===== config.mk =====
export PLATFORM = sky130hd
export DESIGN_NAME = double_ended_queue
export DESIGN_NICKNAME = d
export VERILOG_FILES = /design/src/hdl/dq_pkg.sv /design/src/hdl/double_ended_queue.sv /design/src/hdl/dq_cell.sv
export SDC_FILE = /design/constraint.sdc
export NUM_CORES = 1
export LEC_CHECK = 0
export ABC_AREA = 1
export ABC_CLOCK_PERIOD_IN_PS = 6730
export BUFFER_PORTS_ARGS = -buffer_cell sky130_fd_sc_hd__buf_2
export CAP_MARGIN = 30
export CORE_UTILIZATION = 30
export DETAILED_ROUTE_END_ITERATION = 7
export MAX_ROUTING_LAYER = met4
export PLACE_DENSITY = 0.49
export SKIP_LAST_GASP = 1
export SLEW_MARGIN = 5
export SYNTH_ARGS = -nofsm -noshare
export SYNTH_HDL_FRONTEND = slang
export SYNTH_SLANG_ARGS = --single-unit
export TNS_END_PERCENT = 100

===== constraint.sdc =====
create_clock -name clk -period 6.73 [get_ports clk]
set_input_delay 1.0095 -clock clk [delete_from_list [all_inputs] [get_ports clk]]
set_output_delay 1.0095 -clock clk [all_outputs]
set_load 0.02 [all_outputs]

===== src/hdl/dq_pkg.sv =====
package dq_pkg;

    // Number of keys the queue can hold.
    localparam int CAPACITY = 16;

    // Width of the internal entry count, able to hold CAPACITY itself.
    localparam int COUNT_W = $clog2(CAPACITY + 1);

    // Field widths fixed by the interface.
    localparam int MODE_W   = 2;
    localparam int KEY_W    = 32;
    localparam int STATUS_W = 2;
    localparam int OCC_W    = 5;

    // Operation codes.
    localparam logic [MODE_W-1:0] MODE_PUSH_FRONT = 2'd0;
    localparam logic [MODE_W-1:0] MODE_PUSH_BACK  = 2'd1;
    localparam logic [MODE_W-1:0] MODE_POP_FRONT  = 2'd2;
    localparam logic [MODE_W-1:0] MODE_POP_BACK   = 2'd3;

    // Status codes.
    localparam logic [STATUS_W-1:0] ST_DONE  = 2'd0;
    localparam logic [STATUS_W-1:0] ST_EMPTY = 2'd1;
    localparam logic [STATUS_W-1:0] ST_FULL  = 2'd2;

    // One command transaction.
    typedef struct packed {
        logic [MODE_W-1:0]       mode;
        logic signed [KEY_W-1:0] key_in;
    } cmd_t;

    // One result transaction.
    typedef struct packed {
        logic signed [KEY_W-1:0] key_out;
        logic [STATUS_W-1:0]     status;
        logic [OCC_W-1:0]        occupancy;
    } result_t;

    // Per-cell control: where the cell takes its next key from.
    typedef struct packed {
        logic load;
        logic from_left;
        logic from_right;
    } cell_ctrl_t;

endpackage


===== src/hdl/double_ended_queue.sv =====
// A result appears with done in the cycle after its command is accepted.
// Throughput: one command per cycle; busy stays low.
// Keys sit in a row of cells with the front key always in the first cell.
// Reset clears the entry count and the result strobe; cell contents stay undefined.
// The receiver cannot stall: each result is shown for exactly one cycle.
module double_ended_queue (
    input  logic            clk,
    input  logic            rst_n,
    input  logic            start,
    output logic            busy,
    input  dq_pkg::cmd_t    cmd,
    output logic            done,
    output dq_pkg::result_t result
);

    logic [dq_pkg::COUNT_W-1:0] count_reg;
    logic [dq_pkg::COUNT_W-1:0] count_next;
    logic                       done_reg;
    dq_pkg::result_t            result_reg;
    dq_pkg::result_t            result_next;

    logic                       accept;
    logic                       is_full;
    logic                       is_empty;
    logic                       do_push_front;
    logic                       do_push_back;
    logic                       do_pop_front;
    logic [dq_pkg::COUNT_W-1:0] back_idx;
    logic signed [dq_pkg::KEY_W-1:0] back_key;

    logic signed [dq_pkg::KEY_W-1:0] cell_key [dq_pkg::CAPACITY];
    dq_pkg::cell_ctrl_t              cell_ctrl [dq_pkg::CAPACITY];

    // The block takes a command in every cycle.
    assign busy   = 1'b0;
    assign accept = start && !busy;

    // Decode the operation against the fill state.
    // A pop from the back only moves the count, so it needs no cell control.
    assign is_full  = (count_reg == dq_pkg::COUNT_W'(dq_pkg::CAPACITY));
    assign is_empty = (count_reg == '0);
    assign do_push_front = accept && (cmd.mode == dq_pkg::MODE_PUSH_FRONT) && !is_full;
    assign do_push_back  = accept && (cmd.mode == dq_pkg::MODE_PUSH_BACK) && !is_full;
    assign do_pop_front  = accept && (cmd.mode == dq_pkg::MODE_POP_FRONT) && !is_empty;
    assign back_idx      = count_reg - dq_pkg::COUNT_W'(1);

    // Row of cells: push front shifts toward the back, pop front toward the front.
    for (genvar i = 0; i < dq_pkg::CAPACITY; i++)
    begin : g_cell
        logic signed [dq_pkg::KEY_W-1:0] left_key;
        logic signed [dq_pkg::KEY_W-1:0] right_key;

        if (i == 0)
        begin : g_first
            assign left_key = cmd.key_in;
        end
        else
        begin : g_inner_left
            assign left_key = cell_key[i-1];
        end

        if (i == dq_pkg::CAPACITY - 1)
        begin : g_last
            assign right_key = cell_key[i];
        end
        else
        begin : g_inner_right
            assign right_key = cell_key[i+1];
        end

        always_comb
        begin
            cell_ctrl[i].load = ((i == 0) && do_push_front)
                || (do_push_back && (count_reg == dq_pkg::COUNT_W'(i)));
            cell_ctrl[i].from_left  = do_push_front && (i != 0);
            cell_ctrl[i].from_right = do_pop_front;
        end

        dq_cell u_cell (
            .clk       (clk),
            .ctrl      (cell_ctrl[i]),
            .new_key   (cmd.key_in),
            .left_key  (left_key),
            .right_key (right_key),
            .key       (cell_key[i])
        );
    end

    // Pick the back key out of the row.
    always_comb
    begin
        back_key = '0;
        for (int i = 0; i < dq_pkg::CAPACITY; i++)
        begin
            if (back_idx == dq_pkg::COUNT_W'(i))
            begin
                back_key = cell_key[i];
            end
        end
    end

    // Next count and the result transaction.
    always_comb
    begin
        count_next = count_reg;
        result_next.key_out = '0;
        result_next.status  = dq_pkg::ST_DONE;
        case (cmd.mode)
            dq_pkg::MODE_PUSH_FRONT, dq_pkg::MODE_PUSH_BACK:
            begin
                if (is_full)
                begin
                    result_next.status = dq_pkg::ST_FULL;
                end
                else
                begin
                    count_next = count_reg + dq_pkg::COUNT_W'(1);
                end
            end
            dq_pkg::MODE_POP_FRONT, dq_pkg::MODE_POP_BACK:
            begin
                if (is_empty)
                begin
                    result_next.status = dq_pkg::ST_EMPTY;
                end
                else
                begin
                    count_next = count_reg - dq_pkg::COUNT_W'(1);
                    result_next.key_out = (cmd.mode == dq_pkg::MODE_POP_FRONT) ?
                        cell_key[0] : back_key;
                end
            end
            default:
            begin
                count_next = count_reg;
            end
        endcase
        result_next.occupancy = dq_pkg::OCC_W'(count_next);
    end

    // Control state: entry count and the result strobe.
    always_ff @(posedge clk or negedge rst_n)
    begin
        if (!rst_n)
        begin
            count_reg <= '0;
            done_reg  <= 1'b0;
        end
        else
        begin
            done_reg <= accept;
            if (accept)
            begin
                count_reg <= count_next;
            end
        end
    end

    // Result payload register.
    always_ff @(posedge clk)
    begin
        if (accept)
        begin
            result_reg <= result_next;
        end
    end

    assign done   = done_reg;
    assign result = result_reg;

    // An accepted command yields its result in the following cycle.
    a_done_follows: assert property (@(posedge clk) disable iff (!rst_n)
        accept |=> done)
        else $error("result strobe missing after an accepted command");

    // The entry count never exceeds the capacity.
    a_count_bound: assert property (@(posedge clk) disable iff (!rst_n)
        count_reg <= dq_pkg::COUNT_W'(dq_pkg::CAPACITY))
        else $error("entry count beyond capacity");

    // A refused push leaves a full queue behind.
    a_full_holds: assert property (@(posedge clk) disable iff (!rst_n)
        done && (result.status == dq_pkg::ST_FULL)
            |-> (count_reg == dq_pkg::COUNT_W'(dq_pkg::CAPACITY)))
        else $error("full status reported while queue not full");

    // A pop on an empty queue reports a zero key and zero occupancy.
    a_empty_result: assert property (@(posedge clk) disable iff (!rst_n)
        done && (result.status == dq_pkg::ST_EMPTY)
            |-> (result.key_out == '0) && (result.occupancy == '0))
        else $error("empty pop returned a key or nonzero occupancy");

endmodule


===== src/hdl/dq_cell.sv =====
module dq_cell (
    input  logic                              clk,
    input  dq_pkg::cell_ctrl_t                ctrl,
    input  logic signed [dq_pkg::KEY_W-1:0]   new_key,
    input  logic signed [dq_pkg::KEY_W-1:0]   left_key,
    input  logic signed [dq_pkg::KEY_W-1:0]   right_key,
    output logic signed [dq_pkg::KEY_W-1:0]   key
);

    logic signed [dq_pkg::KEY_W-1:0] key_reg;
    logic signed [dq_pkg::KEY_W-1:0] key_next;

    // Select a new key, a neighbor's key, or hold.
    always_comb
    begin
        if (ctrl.load)
        begin
            key_next = new_key;
        end
        else if (ctrl.from_left)
        begin
            key_next = left_key;
        end
        else if (ctrl.from_right)
        begin
            key_next = right_key;
        end
        else
        begin
            key_next = key_reg;
        end
    end

    // Key storage; payload only, so no reset.
    always_ff @(posedge clk)
    begin
        key_reg <= key_next;
    end

    assign key = key_reg;

endmodule

==> summary.md, run 1 <==
| Metric | Value |
|---|---|
| CP required | 7110 ps |
| Initial Utilization | 30.25% |
| Startpoint Class | flop |
| Initial DRC count | roughly 3.7k |
| Clock Skew | ~33 ps |
| Synthesized area | 32890 um2 |
| Leak | 0.01475 uW |
| Skew-Pair Late Insertion Delay | between 600 and 700 ps |
| Distinct cell type count after synthesis | 39 |
| Worst-margin pin slew | 1305 ps |
| Total GRT Usage | 24.49% |
| Fin nets | just over 4k |
| Routed WL | between 100000 and 150000 um |
| Final Util | 34.23% |
| PwrDens | 398.2 nW/um2 |
| Vias in the first global route | 27.35k |
| Setup Fix Bufs, Post-CTS | 0 |
| WP data arrival | 4960 ps |
| Setup crit end | result[24]$_SDFFCE_PP0P_ |
| Capturing point of the worst reg2reg path | result[24]$_SDFFCE_PP0P_ |
| Worst reg2reg path depth | 23 |
| Hold-fix buffer count after cts | 0 |
| Max FO, Critical Path | 21 |
| Drt wl/cell | 24.30 um |
| Area of the multi-input gates | 13790 um2 |
| # port buffers | 76 |
| I/O Pins | 78 |
| Number of vias per cell | around 5.3 |
| Tmin final | between 4000 and 5000 ps |
| RSZ-0062 raised after global routing | no |
| Overall power | 14820 uW |
| Post-synthesis sequential area ratio | 50.77% |
| Endpoints failing setup | 0 |
| Remaining DRCs | 0 |
| Fillers | 11.39k |
| Final ANT Viol Nets | 0 |
| Global-route wire length before repair | between 150000 and 200000 um |
| Setup CP Type | flop to flop |
| Synth Net Count | 4195 |
| Cell taking the most area after synthesis | edfxtp_1 |
| Worst reg-to-reg setup slack | approximately 2100 ps |
| Largest net degree at the start of global routing | 265 |
| Routed vias | between 20k and 30k |
| Worst Hold Class | input pin to async pin |
| Post-synth EDFFs | approximately 550 |
| RePlAce Congestion | 0.8805 |
| Reg clk slew, reported paths | 60 ps |
| CTS root buffer | clkbuf_16 |
| VDD IR max | 0.1723 mV |
| Max reg flops | between 500 and 600 |
| First-pass iteration count of the detailed router | 6 |
| Longest Clk Path Bufs | 3 |
| Cell count after synthesis | between 4k and 5k |
| Fin. Hold Viols | 0 |
| Synth Warn # | 0 |
| Synth top area share | 50.31% |
| Die W | ~330 um |
| Layout area overhead | 13.16% |
| Sum Neg Setup Slack | 0 ps |
| Layout cells sized above 1 | 8.910% |
| Antenna violations before repair | 10 |
| Total congestion overflow | 0 |
| CTS tree | yes |
| Cell Rows | 121 |
| CTS resizes | 0 |
| #FFs+latches synth | 557 |
| Clock sink count | roughly 560 |
| Slack of the critical path | 2143 ps |
| Max Slew Vio Count | 0 |
| Die area | 110900 um2 |
| CP Capture Type | flop |
| Status | complete, no violations |
| Detailed placement HPWL | 85490 um |
| Die height | 333.1 um |
| Top FF cell, synth | edfxtp_1 |
| Period utilization | approximately two thirds |
| Num CTS Buffers | 71 |
| Worst r2r src | count_reg[0]$_DFFE_PN0P_ |
| Worst setup startpoint | count_reg[0]$_DFFE_PN0P_ |
| Fmax | 218.0 MHz |
| Post-synth ARST share | between 1 and 1.5% |
| Synth area leaders | edfxtp_1 (50%), nand2_1 (14%), o21ai_0 (11%), a21oi_1 (6.3%), inv_1 (4.0%) |
| Syn Area/Cell | 7.922 um2 |
| Core area | about 110000 um2 |
| Max H-tree Level | 3 |
| DP Worst Slack | 2147 ps |
| Max_cap viols | 0 |
| Reg area | between 15000 and 20000 um2 |
| Max transition margin | between 10% and 20% |
==> power breakdown <==
group	leakage, uW	switching [uW]	internal (uW)
Sequential	0.00524	370	4570
Combinational	0.00836	4220	1760
Clock	0.00115	1610	2290
==> logic make-up after synthesis <==
family	count (synthesis)	synth area share [%]
flops	557	50.77
other cells	1	0.01140
buf+inv	687	8.173
mux	33	1.004
simple gates	1568	18.84
fa+ha+maj	7	0.2663
xor+xnor	4	0.1294
compound gates	1294	20.81
==> synthesized netlist by cell type, types with 8 or more instances <==
cell / count
o21ai_0: 750
nand3_1: 126
o211ai_2: 11
a211oi_1: 13
o211ai_1: 97
buf_1: 15
nand2_1: 1243
a21oi_1: 411
nand2_2: 13
buf_2: 42
inv_2: 8
nor2_1: 158
o21ai_1: 8
edfxtp_1: 551
inv_1: 352
clkbuf_1: 257
nor2_2: 10
mux2i_1: 33
==> through the flow <==
stage                     hold WS (ps)  instances  instance area, um2
after global placement           540.1       5409               34780
after detailed placement         545.2       5413               34860
after CTS                        174.9       5543               37180
final                            197.4       5548               37210
after floorplan                  525.1       4151               32890
after global routing             178.5       5546               37210
==> cell usage in the layout (no fill, tap or decap), types with 2 or more instances in the layout <==
cell / netlist / routed
a211oi_1: 13 / 13
nand3_2: 5 / 5
nand4_1: 2 / 2
inv_1: 352 / 352
buf_2: 42 / 76
nor2_1: 158 / 144
o21ai_0: 750 / 740
o21ai_1: 8 / 8
clkbuf_8: 0 / 4
o211ai_2: 11 / 11
diode_2: 0 / 4
nand3_1: 126 / 125
dfrtp_1: 6 / 6
a21oi_1: 411 / 411
nor2_2: 10 / 5
buf_4: 7 / 86
edfxtp_1: 551 / 551
nand3_4: 1 / 2
ha_1: 7 / 7
nand2_1: 1243 / 1234
nor3_2: 1 / 3
mux2i_1: 33 / 33
nor2_4: 2 / 21
o211ai_1: 97 / 97
bufinv_16: 0 / 5
clkbuf_1: 257 / 11
xor2_1: 2 / 2
clkinv_1: 2 / 17
o22ai_1: 2 / 2
clkbuf_16: 0 / 76
nor3_1: 4 / 2
buf_12: 0 / 10
clkinv_2: 0 / 15
inv_2: 8 / 8
o21ai_4: 0 / 10
nand2_2: 13 / 22
==> layout make-up <==
type	instances	share of cell area (%)
Tap cell	1414	4.754
Clock inverter	39	0.8675
Timing Repair Buffer	174	3.409
Antenna cell	4	0.02690
Clock buffer	91	5.370
Multi-Input combinational cell	2907	37.06
Sequential cell	557	44.87
Inverter	362	3.651
==> worst min-delay path by stage <==
| stage | end |
|---|---|
| after detailed placement | g_cell[15].u_cell.key[8]$_DFFE_PP_ |
| after CTS | count_reg[4]$_DFFE_PN0P_ |
| after floorplan | g_cell[15].u_cell.key[11]$_DFFE_PP_ |
| after global routing | done$_DFF_PN0_ |
| after global placement | g_cell[15].u_cell.key[31]$_DFFE_PP_ |
| final | count_reg[4]$_DFFE_PN0P_ |
==> critical path, cell delays in order, from the launching register on <==
cell and delay (ps):
dfrtp_1 450, inv_1 150, ha_1 290, xnor2_2 300
nand3_4 180, inv_1 100, nand2_2 40, buf_4 230
inv_2 440, buf_4 320, nand2_1 80, nand3_1 220
nand2_1 250, nand3_1 130, nand2_1 60, nand3_1 70
nand2_1 50, nand3_1 70, nand3_1 80, nand3_1 150
nand2_1 80, nand3_1 70, nand2_1 80, a21oi_1 390
==> layer usage <==
layer	GRT usage (%)	wire length, um	vias up	share of wire (%)
met5	-	0	-	0
met4	8.324	4809	0	3.6
met3	4.012	11390	238	8.5
met2	38.13	61340	1289	45
met1	32.22	57270	14121	42
li1	-	-	13897	-
Power figures use the tool's default switching activity.
==> run 2: changes to the inputs <==
ABC_CLOCK_PERIOD_IN_PS = 4000   (was 6730)
PLACE_DENSITY = 0.51   (was 0.49)
clock period = 4 ns   (was 6.73 ns; I/O delays follow)
==> run 2 against run 1 <==
- sequential power grew 69%
- worst hold slack gained 160 ps
- fmax grew 26%
- clock power grew 53%
- count of clock-buffer cells in the layout shrank 7
- clock skew shrank 7.4 ps
- sequential share of layout area shrank 0.21 points
- total power grew 64%
- flip-flop and latch count is the same
- final cell count grew 0.49%
- die area is the same
- wire length shrank 0.10%
==> summary.md, run 2 (same netlist as run 1, synthesis figures left out) <==
| Metric | Value |
|---|---|
| Status | complete, no violations |
| CTS root buffer | clkbuf_16 |
| Endpoints failing setup | 0 (unchanged) |
| Routed WL | 134700 um (-0.10%) |
| I/O Pins | 78 (unchanged) |
| Fmax | 275.4 MHz (+26%) |
| Longest Clk Path Bufs | 3 (unchanged) |
| Design Area, Final | 37390 um2 (+0.48%) |
| Max reg flops | 512 (unchanged) |
| Largest net degree at the start of global routing | 227 (-14%) |
| VDD IR max | 0.4071 mV (+140%) |
| Most frequent cells in the layout | nand2_1 (1234), o21ai_0 (740), edfxtp_1 (551) |
| PwrDens | 649.6 nW/um2 (+63%) |
| Largest delay share family, worst path | simple AND/OR/NAND/NOR gates |
| Antenna violations before repair | 10 (unchanged) |
| Placed cells | 5445 (+0.59%) |
| Slack of the critical path | 368.6 ps (-1775 ps) |
| Worst Path Buf+Inv | 5 (unchanged) |
| Global-route wire length before repair | 193900 um (about the same) |
| Clock sink count | 557 (unchanged) |
| DP Worst Slack | 480.1 ps (-1667 ps) |
| Fin. Hold Viols | 0 (unchanged) |
| Period utilization | 90.78% (+23 points) |
| Total GRT Usage | 24.47% (about the same) |
| Die W | 333.1 um (unchanged) |
| Max Slew Vio Count | 0 (unchanged) |
| Worst Hold Class | input pin to async pin |
| Cell Rows | 121 (unchanged) |
| Final Util | 34.40% (+0.16 points) |
| Hold-fix buffer count after cts | 1 (+1) |
| Max FO, Critical Path | 12 (-43%) |
| CP required | 4490 ps (-2620 ps) |
| First-pass iteration count of the detailed router | 6 (unchanged) |
| CP Capture Type | flop |
| Num CTS Buffers | 68 (-4.2%) |
| Routed vias | 29.90k (+1.2%) |
| # port buffers | 76 (unchanged) |
| Total congestion overflow | 0 (unchanged) |
| Most common cell after layout, fill and taps aside | nand2_1 |
| Fillers | 11.36k (-0.26%) |
| Critical path's most frequent cell | nand2_1 |
| CTS tree | yes |
| Leak | 0.01482 uW (+0.47%) |
| Detailed placement HPWL | 84310 um (-1.4%) |
| Critical path's slowest cell | nor2_4 |
| Die height | 333.1 um (unchanged) |
| Layout cells sized above 1 | 9.220% (+0.31 points) |
| Final ANT Viol Nets | 0 (unchanged) |
| Final std cells w/o fill | 5575 (+0.49%) |
| Drt wl/cell | 24.16 um (-0.58%) |
| Max H-tree Level | 3 (unchanged) |
| Max transition margin | 28.57% (+16 points) |
| Worst-margin pin slew | 1071 ps (-233.8 ps) |
| Setup Fix Bufs, Post-CTS | 0 (unchanged) |
| Die area | 110900 um2 (unchanged) |
| Reg clk slew, reported paths | 60 ps (about the same) |
| Tmin final | 3631 ps (-955.4 ps) |
| Initial Utilization | 30.25% (unchanged) |
| CTS resizes | 0 (unchanged) |
| Number of vias per cell | 5.363 (+0.71%) |
| Max_cap viols | 0 (unchanged) |
| Clock Skew | 25.43 ps (-7.450 ps) |
| WP data arrival | 4120 ps (-840 ps) |
| Core area | 108700 um2 (unchanged) |
| Setup CP Type | flop to flop |
| Placed inst area | 35300 um2 (+1.3%) |
| Layout area overhead | 13.70% |
| Vias in the first global route | 27.59k (+0.86%) |
| Remaining DRCs | 0 (unchanged) |
| Initial DRC count | 4054 (+9.6%) |
| Fin nets | 4147 (+0.73%) |
| CP Cell Sequence | inv_1 > ha_1 > xnor2_2 > inv_1 > nor2_1 > inv_1 > nor2_4 > buf_12 > nand2_1 > nand3_1 > nand3_1 > nand3_1 > nand2_1 > nand3_1 > nand2_1 > nand2_1 > nand2_1 > a21oi_1 > buf_4 |
| Skew-Pair Late Insertion Delay | 630 ps (about the same) |
| RSZ-0062 raised after global routing | no |
| Sum Neg Setup Slack | 0 ps (unchanged) |
| RePlAce Congestion | 0.9166 (+4.1%) |
| Startpoint Class | flop |
| Crit path largest cell delay | 550 ps (+100 ps) |
[run 2: worst paths after layout]
kind	endpoint	cells after the start	slack [ps]	start
max	result[18]$_SDFFCE_PP0P_	19	370	count_reg[0]$_DFFE_PN0P_
min	done$_DFF_PN0_	2	360	rst_n
max reg2reg	result[18]$_SDFFCE_PP0P_	19	370	count_reg[0]$_DFFE_PN0P_
min reg2reg	g_cell[15].u_cell.key[15]$_DFFE_PP_	2	560	g_cell[14].u_cell.key[15]$_DFFE_PP_
max in group asynchronous	count_reg[0]$_DFFE_PN0P_	2	3450	rst_n
min in group clk	count_reg[2]$_DFFE_PN0P_	4	360	start
[run 2: layer usage]
metal	up-vias	share of wire [%]	GRT usage (%)
li1	13960	-	-
met1	14188	43	32.99
met2	1480	44	37.25
met3	271	9.4	4.000
met4	0	3.6	8.099
met5	-	0	-
[run 2: final cells by class]
cell class | count | area (um2) | share of cell area (%)
Clock inverter | 37 | 245.2 | 0.6558
Timing Repair Buffer | 207 | 1712 | 4.578
Antenna cell | 7 | 17.52 | 0.04685
Clock buffer | 84 | 1804 | 4.825
Multi-Input combinational cell | 2907 | 13790 | 36.88
Inverter | 362 | 1359 | 3.634
Sequential cell | 557 | 16700 | 44.65
Tap cell | 1414 | 1769 | 4.731
[run 2: metrics by stage]
stage | hold WS (ps) | power, uW
final | 355.9 | 24290
after global routing | 380.2 | 25670
after CTS | 327.1 | 24210
after detailed placement | 457.3 | 18210
after global placement | 457.4 | 18200
after floorplan | 304.4 | 14470
[run 2: where the power goes]
group	total (uW)	internal [uW]	switching, uW	leakage, uW
logic	9960	3110	6860	0.00858
clock network	5980	3340	2650	0.000996
registers	8340	7680	659	0.00524
